$ cat config.mk
export PLATFORM = sky130hd
export DESIGN_NAME = wide_unsigned_divider
export DESIGN_NICKNAME = d
export VERILOG_FILES = /design/src/wud_pkg.sv /design/src/wide_unsigned_divider.sv /design/src/wud_front.sv /design/src/wud_queue.sv /design/src/wud_back.sv
export SDC_FILE = /design/constraint.sdc
export NUM_CORES = 2
export LEC_CHECK = 0
export CAP_MARGIN = 20
export CORE_MARGIN = 8
export CORE_UTILIZATION = 40
export CTS_BUF_LIST = sky130_fd_sc_hd__clkbuf_4 sky130_fd_sc_hd__clkbuf_8
export DETAILED_ROUTE_END_ITERATION = 16
export DONT_BUFFER_PORTS = 1
export PLACE_DENSITY = 0.64
export SLEW_MARGIN = 5
export SYNTH_ARGS = -nofsm -noshare
export SYNTH_HDL_FRONTEND = slang
export SYNTH_HIERARCHICAL = 1
export SYNTH_SLANG_ARGS = --single-unit
$ cat constraint.sdc
create_clock -name clock -period 13.7 [get_ports clock]
set_input_delay 0.685 -clock clock [delete_from_list [all_inputs] [get_ports clock]]
set_output_delay 0.685 -clock clock [all_outputs]
set_load 0.02 [all_outputs]
$ cat src/wud_pkg.sv
`timescale 1ns / 1ps

package wud_pkg;

   localparam int WORD_W = 64;

   typedef struct packed {
      logic [WORD_W-1:0] dividend_word;
      logic [WORD_W-1:0] divisor_word;
      logic              last_word;
   } req_type;

   typedef struct packed {
      logic [WORD_W-1:0] quotient_word;
      logic [WORD_W-1:0] remainder_word;
      logic              divide_by_zero;
      logic              last_result;
   } rsp_type;

   // One operand word pair as classified by the front end.
   typedef struct packed {
      req_type payload;
      logic    store;    // word lands in the operand registers
      logic    first;    // first word of a run: clear the upper words
   } op_entry_type;

endpackage

$ cat src/wide_unsigned_divider.sv
`timescale 1ns / 1ps

// Unsigned divider for WORDS*64-bit operands. Send the dividend and divisor
// one 64-bit word pair per transfer, least significant first, and mark the
// final pair with last_word; words not sent count as zero and pairs beyond
// WORDS are ignored. The block answers with WORDS transfers, least
// significant first, each carrying one quotient word and one remainder word;
// last_result marks the top word. A zero divisor sets divide_by_zero, gives
// an all-ones quotient and returns the dividend as remainder. Operand words
// enter at one per cycle unless req_stall holds them while the two-entry
// queue is full, so up to two words of the next operands can wait while a
// division is still running. A division loads the queued words, then finds
// one quotient bit per cycle through a single full-width subtractor, then
// sends its result transfers, which rsp_stall can hold.
module wide_unsigned_divider import wud_pkg::*; #(
   parameter int WORDS = 4
) (
   input  logic    clock,
   input  logic    reset,
   input  logic    req_valid,
   output logic    req_stall,
   input  req_type req_payload,
   output logic    rsp_valid,
   input  logic    rsp_stall,
   output rsp_type rsp_payload
);

   logic         push_valid;
   op_entry_type push_entry;
   logic         queue_full;
   logic         pop;
   logic         not_empty;
   op_entry_type pop_entry;

   wud_front #(
      .WORDS(WORDS)
   ) u_front (
      .clock      (clock),
      .reset      (reset),
      .req_valid  (req_valid),
      .req_stall  (req_stall),
      .req_payload(req_payload),
      .queue_full (queue_full),
      .push_valid (push_valid),
      .push_entry (push_entry)
   );

   wud_queue u_queue (
      .clock     (clock),
      .reset     (reset),
      .push_valid(push_valid),
      .push_entry(push_entry),
      .full      (queue_full),
      .pop       (pop),
      .not_empty (not_empty),
      .pop_entry (pop_entry)
   );

   wud_back #(
      .WORDS(WORDS)
   ) u_back (
      .clock      (clock),
      .reset      (reset),
      .not_empty  (not_empty),
      .pop_entry  (pop_entry),
      .pop        (pop),
      .rsp_valid  (rsp_valid),
      .rsp_stall  (rsp_stall),
      .rsp_payload(rsp_payload)
   );

endmodule

$ cat src/wud_front.sv
`timescale 1ns / 1ps

module wud_front import wud_pkg::*; #(
   parameter int WORDS = 4
) (
   input  logic         clock,
   input  logic         reset,
   input  logic         req_valid,
   output logic         req_stall,
   input  req_type      req_payload,
   input  logic         queue_full,
   output logic         push_valid,
   output op_entry_type push_entry
);

   localparam int CNT_W = $clog2(WORDS + 1);

   logic [CNT_W-1:0] count_ff;
   logic [CNT_W-1:0] count_in;
   logic             accept;

   assign req_stall = queue_full;
   assign accept    = req_valid & ~queue_full;

   assign push_entry.payload = req_payload;
   assign push_entry.store   = (count_ff < CNT_W'(WORDS));
   assign push_entry.first   = (count_ff == '0);

   // Drop surplus words unless they carry the last mark.
   assign push_valid = accept & (push_entry.store | req_payload.last_word);

   always_comb begin
      count_in = count_ff;
      if (accept) begin
         if (req_payload.last_word) begin
            count_in = '0;
         end else if (push_entry.store) begin
            count_in = count_ff + CNT_W'(1);
         end
      end
   end

   always_ff @(posedge clock) begin
      if (reset) begin
         count_ff <= '0;
      end else begin
         count_ff <= count_in;
      end
   end

endmodule

$ cat src/wud_queue.sv
`timescale 1ns / 1ps

module wud_queue import wud_pkg::*; (
   input  logic         clock,
   input  logic         reset,
   input  logic         push_valid,
   input  op_entry_type push_entry,
   output logic         full,
   input  logic         pop,
   output logic         not_empty,
   output op_entry_type pop_entry
);

   op_entry_type slot_ff [2];
   logic         wr_ptr_ff;
   logic         rd_ptr_ff;
   logic [1:0]   count_ff;
   logic         do_push;
   logic         do_pop;

   assign full      = (count_ff == 2'd2);
   assign not_empty = (count_ff != 2'd0);
   assign pop_entry = slot_ff[rd_ptr_ff];
   assign do_push   = push_valid & ~full;
   assign do_pop    = pop & not_empty;

   always_ff @(posedge clock) begin
      if (do_push) begin
         slot_ff[wr_ptr_ff] <= push_entry;
      end
   end

   always_ff @(posedge clock) begin
      if (reset) begin
         wr_ptr_ff <= 1'b0;
         rd_ptr_ff <= 1'b0;
         count_ff  <= 2'd0;
      end else begin
         if (do_push) begin
            wr_ptr_ff <= ~wr_ptr_ff;
         end
         if (do_pop) begin
            rd_ptr_ff <= ~rd_ptr_ff;
         end
         unique case ({do_push, do_pop})
            2'b10:   count_ff <= count_ff + 2'd1;
            2'b01:   count_ff <= count_ff - 2'd1;
            default: count_ff <= count_ff;
         endcase
      end
   end

endmodule

$ cat src/wud_back.sv
`timescale 1ns / 1ps

module wud_back import wud_pkg::*; #(
   parameter int WORDS = 4
) (
   input  logic         clock,
   input  logic         reset,
   input  logic         not_empty,
   input  op_entry_type pop_entry,
   output logic         pop,
   output logic         rsp_valid,
   input  logic         rsp_stall,
   output rsp_type      rsp_payload
);

   localparam int W     = WORDS * WORD_W;
   localparam int BIT_W = $clog2(W);
   localparam int CNT_W = $clog2(WORDS + 1);
   localparam int IDX_W = (WORDS > 1) ? $clog2(WORDS) : 1;

   typedef enum logic [1:0] {
      LOAD,
      RUN,
      EMIT
   } state_type;

   state_type        state_ff;
   logic [W-1:0]     dq_ff;        // dividend, becomes quotient bit by bit
   logic [W-1:0]     divisor_ff;
   logic [W-1:0]     rem_ff;
   logic [CNT_W-1:0] ptr_ff;
   logic [BIT_W-1:0] bit_ff;
   logic [IDX_W-1:0] emit_ff;
   logic             dz_ff;

   logic [W-1:0]     dq_in;
   logic [W-1:0]     divisor_in;
   logic [W:0]       shifted;
   logic [W+1:0]     diff;
   logic             borrow;

   // Place the incoming word pair; the first word of a run zeroes the rest.
   always_comb begin
      dq_in      = dq_ff;
      divisor_in = divisor_ff;
      for (int k = 0; k < WORDS; k++) begin
         if (pop_entry.first) begin
            dq_in[k*WORD_W +: WORD_W] =
               (k == 0) ? pop_entry.payload.dividend_word : '0;
            divisor_in[k*WORD_W +: WORD_W] =
               (k == 0) ? pop_entry.payload.divisor_word : '0;
         end else if (ptr_ff == CNT_W'(k)) begin
            dq_in[k*WORD_W +: WORD_W]      = pop_entry.payload.dividend_word;
            divisor_in[k*WORD_W +: WORD_W] = pop_entry.payload.divisor_word;
         end
      end
   end

   // One restoring step: shift in the next dividend bit, try the subtract.
   assign shifted = {rem_ff, dq_ff[W-1]};
   assign diff    = {1'b0, shifted} - {2'b00, divisor_ff};
   assign borrow  = diff[W+1];

   assign pop       = (state_ff == LOAD) & not_empty;
   assign rsp_valid = (state_ff == EMIT);

   assign rsp_payload.quotient_word  = dq_ff[WORD_W-1:0];
   assign rsp_payload.remainder_word = rem_ff[WORD_W-1:0];
   assign rsp_payload.divide_by_zero = dz_ff;
   assign rsp_payload.last_result    = (emit_ff == IDX_W'(WORDS - 1));

   always_ff @(posedge clock) begin
      if (reset) begin
         state_ff <= LOAD;
         ptr_ff   <= '0;
         bit_ff   <= '0;
         emit_ff  <= '0;
         dz_ff    <= 1'b0;
      end else begin
         unique case (state_ff)
            LOAD: begin
               if (not_empty) begin
                  if (pop_entry.store) begin
                     dq_ff      <= dq_in;
                     divisor_ff <= divisor_in;
                     ptr_ff     <= pop_entry.first ? CNT_W'(1) : ptr_ff + CNT_W'(1);
                  end
                  if (pop_entry.payload.last_word) begin
                     rem_ff   <= '0;
                     bit_ff   <= BIT_W'(W - 1);
                     state_ff <= RUN;
                  end
               end
            end
            RUN: begin
               // A zero divisor runs through as well: all-ones quotient,
               // remainder equal to the dividend.
               dz_ff <= ~|divisor_ff;
               dq_ff <= {dq_ff[W-2:0], ~borrow};
               if (!borrow) begin
                  rem_ff <= diff[W-1:0];
               end else begin
                  rem_ff <= shifted[W-1:0];
               end
               if (bit_ff == '0) begin
                  emit_ff  <= '0;
                  state_ff <= EMIT;
               end else begin
                  bit_ff <= bit_ff - BIT_W'(1);
               end
            end
            EMIT: begin
               if (!rsp_stall) begin
                  dq_ff   <= dq_ff >> WORD_W;
                  rem_ff  <= rem_ff >> WORD_W;
                  emit_ff <= emit_ff + IDX_W'(1);
                  if (rsp_payload.last_result) begin
                     state_ff <= LOAD;
                  end
               end
            end
            default: state_ff <= LOAD;
         endcase
      end
   end

endmodule

==> tab_implementation.tex <==
\begin{tabular}{lr}
\hline
Metric & Value \\
\hline
\multicolumn{2}{l}{\textbf{Status}} \\
Status & finished, final reports clean \\
\multicolumn{2}{l}{\textbf{Floorplan}} \\
Effective utilization at floorplan & 0.401 \\
Die Area & 176000 sq um \\
Cell Rows & 148 \\
Die Height & 419 microns \\
Die Span X & 419 microns \\
I/O pins & 265 \\
Core ar. & about 160000 sq um \\
\multicolumn{2}{l}{\textbf{Synth}} \\
Main combinational cell family by area after synthesis & compound AO/OA/AOI/OAI gates \\
Total standard cell area after synthesis & 65000 sq um \\
Post-synthesis average cell area & 9.89 sq um \\
Fraction of registers with async set or reset after synthesis & 0 \\
Adder-Cell Fraction of Synth Area & 0.0525 \\
Synthesis-stage register bit count & 1054 \\
Xor and xnor fraction of the mapped netlist area & 0.0348 \\
Post-synthesis simple-gate area fraction & 0.133 \\
Total number of yosys warnings & 6 \\
Share of the yosys chip area belonging to registers & 0.483 \\
Share of synthesized area spent on multiplexers & 0.0484 \\
Top area cells in the synthesized netlist & sky130\_fd\_sc\_hd\_\_edfxtp\_1, sky130\_fd\_sc\_hd\_\_nand2\_1, sky130\_fd\_sc\_hd\_\_ha\_1 \\
Distinct cell type count of the synthesized netlist & a little over 100 \\
Compound-cell area share of the yosys netlist & 0.171 \\
Leading area contributor after synthesis & sky130\_fd\_sc\_hd\_\_edfxtp\_1 \\
Number of synthesized flops with an enable pin & 1030 \\
Share of Yosys cell area claimed by the top area cell type & 0.476 \\
Post-synthesis instance total & 6571 \\
Ys flop type & sky130\_fd\_sc\_hd\_\_edfxtp\_1 \\
Synthesized net count & between 6000 and 7000 \\
\multicolumn{2}{l}{\textbf{Pwr}} \\
Worst IR drop on VDD & 134 uV \\
PwrDens & 243 nW/um\^{}2 \\
Reported leakage power & approximately 26 nW \\
\multicolumn{2}{l}{\textbf{Setup path}} \\
Required time of the worst setup path & 14330 ps \\
Element type at the critical path start & register \\
Maximum fanout along the worst path & 51 \\
Arrival time at the worst endpoint & 7510 ps \\
Capturing element type of the critical path & register \\
Critical path class & reg -> reg \\
\multicolumn{2}{l}{\textbf{Final layout}} \\
Most common library cell in the layout ignoring fill and taps & sky130\_fd\_sc\_hd\_\_edfxtp\_1 \\
Highest-count cells in the layout ignoring fill and taps & sky130\_fd\_sc\_hd\_\_edfxtp\_1, sky130\_fd\_sc\_hd\_\_nand2\_1, sky130\_fd\_sc\_hd\_\_a21oi\_1, sky130\_fd\_sc\_hd\_\_inv\_1, sky130\_fd\_sc\_hd\_\_nor2\_1 \\
Ratio of cells with drive above 1 in the final layout & 0.0890 \\
Layout Nets & 6767 \\
Synth-to-layout area growth & 8.21\% \\
\multicolumn{2}{l}{\textbf{Clocking}} \\
Bufs on Longest Clock Path & 3 \\
Clock latency on the worst-skew pair & 970 ps \\
Total number of clock tree sinks & 1054 \\
Deepest level of the CTS H-tree & 4 \\
Number of gates given a new drive strength after cts & 0 \\
CTS buffer count & 184 \\
Hold-fix buffers, CTS & 133 \\
Clock transition at the register clock pins on the worst setup and hold paths after CTS & 60 ps \\
TritonCTS clock tree & yes \\
Count of buffers added by post-CTS timing repair for setup & 0 \\
Clock root cell & sky130\_fd\_sc\_hd\_\_clkbuf\_8 \\
\multicolumn{2}{l}{\textbf{Timing}} \\
Final total negative setup slack & 0 ps \\
Measured slew at the worst slew-check pin & 1320 ps \\
Max-slew violation total from the final report & 0 \\
Worst rel slew slack & 0.114 \\
Setup repair after global routing missed its margin & no \\
Skew final & 71.7 ps \\
Worst hold-check slack & a little under 90 ps \\
Final Hold Vio Count & 0 \\
FMAX & 0.145 GHz \\
Count of endpoints failing setup in the final report & 0 \\
Minimum clock period after layout & 6890 ps \\
Ratio of final minimum period to clock period & 0.503 \\
\multicolumn{2}{l}{\textbf{Place}} \\
Final RePlAce weighted congestion & 1.05 \\
Port buffer count & 0 \\
Detailed placer's ending HPWL & 218000 microns \\
\multicolumn{2}{l}{\textbf{Drt}} \\
1st-pass router iterations & 6 \\
Antenna Violating Nets Remaining & 0 \\
WL/cell & approximately 32 microns \\
Remaining design rule violation count & 0 \\
Iteration-0 DRC Markers & 7087 \\
Ratio of routed vias to standard cells & 6.16 \\
Routed Wire Length & $\sim$280000 microns \\
Total via count in the routed design & 53651 \\
\multicolumn{2}{l}{\textbf{Min path}} \\
Worst hold path class & in -> reg \\
\multicolumn{2}{l}{\textbf{Global route}} \\
Global routing usage summed across all routing layers & 0.304 \\
Global-route wire length before repair & 386000 microns \\
Antenna violations before repair & 24 \\
Maximum number of pins on one net before global-route repair & 133 \\
Via count of the first global-routing pass & 51263 \\
Global route total overflow & 0 \\
\multicolumn{2}{l}{\textbf{Job}} \\
Max-cap check violation count & 0 \\
\hline
\end{tabular}
==> registers in the layout, indices dropped and copies added, names as in the netlist, named ones only <==
signal and flops:
u_back/rem_ff 256, u_queue/wr_ptr_ff 1, u_back/divisor_ff 256, u_back/bit_ff 8, u_back/dq_ff 256, u_back/ptr_ff 3
u_queue/slot_ff 262, u_front/count_ff 3, u_queue/count_ff 2, u_back/state_ff 2, u_back/emit_ff 2, u_back/dz_ff 1
u_queue/rd_ptr_ff 1
==> Yosys cell counts (17+ instances only) <==
library cell / count
sky130_fd_sc_hd__edfxtp_1: 1030
sky130_fd_sc_hd__nand2_1: 904
sky130_fd_sc_hd__a21oi_1: 601
sky130_fd_sc_hd__inv_1: 404
sky130_fd_sc_hd__nor2_1: 375
sky130_fd_sc_hd__o21ai_0: 295
sky130_fd_sc_hd__buf_4: 282
sky130_fd_sc_hd__ha_1: 271
sky130_fd_sc_hd__clkbuf_1: 217
sky130_fd_sc_hd__o21ai_1: 188
sky130_fd_sc_hd__nand4_1: 187
sky130_fd_sc_hd__mux2i_1: 167
sky130_fd_sc_hd__a22oi_1: 159
sky130_fd_sc_hd__xnor2_1: 156
sky130_fd_sc_hd__mux2_2: 131
sky130_fd_sc_hd__xor2_1: 102
sky130_fd_sc_hd__nor3_1: 97
sky130_fd_sc_hd__nor4_1: 97
sky130_fd_sc_hd__o21bai_1: 89
sky130_fd_sc_hd__a21o_1: 79
sky130_fd_sc_hd__nor2b_1: 75
sky130_fd_sc_hd__buf_2: 63
sky130_fd_sc_hd__nand3_1: 60
sky130_fd_sc_hd__o21a_1: 42
sky130_fd_sc_hd__a222oi_1: 39
sky130_fd_sc_hd__o31ai_1: 35
sky130_fd_sc_hd__a31oi_1: 31
sky130_fd_sc_hd__a21boi_0: 26
sky130_fd_sc_hd__dfxtp_1: 24
sky130_fd_sc_hd__a211oi_1: 22
sky130_fd_sc_hd__a22o_1: 21
sky130_fd_sc_hd__nand2b_1: 20
sky130_fd_sc_hd__a32oi_1: 18
sky130_fd_sc_hd__a221o_1: 17
sky130_fd_sc_hd__buf_6: 17
==> per-stage QoR <==
step | std cells | worst slack [ps] | util | power, mW | cell area (sq um)
detailed placement | 8215 | 7080 | 0.401 | 13.6 | 64900
global route | 8697 | 6810 | 0.434 | 17.8 | 70300
floorplan | 6571 | 1060 | - | 11.0 | 65000
global placement | 8212 | 7200 | 0.400 | 13.6 | 64900
finish | 8712 | 6810 | 0.434 | 17.1 | 70300
CTS | 8688 | 7000 | 0.434 | 16.9 | 70300
==> critical path: stages (launching register included) <==
cell                        delay, ps
sky130_fd_sc_hd__edfxtp_1         770
sky130_fd_sc_hd__ha_1             640
sky130_fd_sc_hd__nand2_1          120
sky130_fd_sc_hd__nor2_1           230
sky130_fd_sc_hd__o2111ai_1        170
sky130_fd_sc_hd__a31oi_1          220
sky130_fd_sc_hd__nor3_2           100
sky130_fd_sc_hd__o31ai_2          760
sky130_fd_sc_hd__a21oi_2          230
sky130_fd_sc_hd__buf_4            250
sky130_fd_sc_hd__o21ai_4          310
sky130_fd_sc_hd__a221oi_4         140
sky130_fd_sc_hd__o21ai_4          520
sky130_fd_sc_hd__buf_4            770
sky130_fd_sc_hd__buf_4            680
sky130_fd_sc_hd__mux2i_1          310
sky130_fd_sc_hd__o21ai_1           90
==> final timing paths <==
kind,startpoint,to,slack [ps],cells after the start
setup / recovery,u_back/rem_ff[28],u_back/rem_ff[100],6810,16
hold / removal,req_valid,u_front/count_ff[1],90,3
setup reg to reg,u_back/rem_ff[28],u_back/rem_ff[100],6810,16
hold reg to reg,u_queue/wr_ptr_ff,u_queue/wr_ptr_ff,490,2
==> power by group <==
part           total, mW  internal [mW]  switching [mW]
Combinational       7.96           2.47            5.48
Sequential          5.90           4.87            1.03
Clock               3.20           1.76            1.44
==> routing by layer <==
layer  vias to the layer above  wire length [microns]  GRT usage
li1                      23542                      -          -
met1                     26509                 114000      0.412
met2                      3042                 120000      0.459
met3                       550                  27100     0.0650
met4                         8                  16600      0.154
met5                         -                     67          0
==> cell type report <==
cell class	count	area (sq um)
diodes	21	52.6
clock buffers	247	3070
clock inverters	93	941
fillers	15533	91700
inverters	406	1540
multi-input cells	4516	28700
flip-flops and latches	1054	31400
well taps	2175	2720
repair buffers	200	1870
==> kinds of logic (layout without fill, tap and decap cells) <==
| kind of cell | count (synthesis) | after routing |
|---|---|---|
| mux | 298 | 298 |
| xor+xnor | 258 | 258 |
| simple gates | 1904 | 1904 |
| compound gates | 1784 | 1784 |
| fa+ha+maj | 272 | 272 |
| flops | 1054 | 1054 |
| buf+inv | 1001 | 946 |
| other cells | 0 | 21 |
Note: power is estimated with default switching activity, not from simulation.
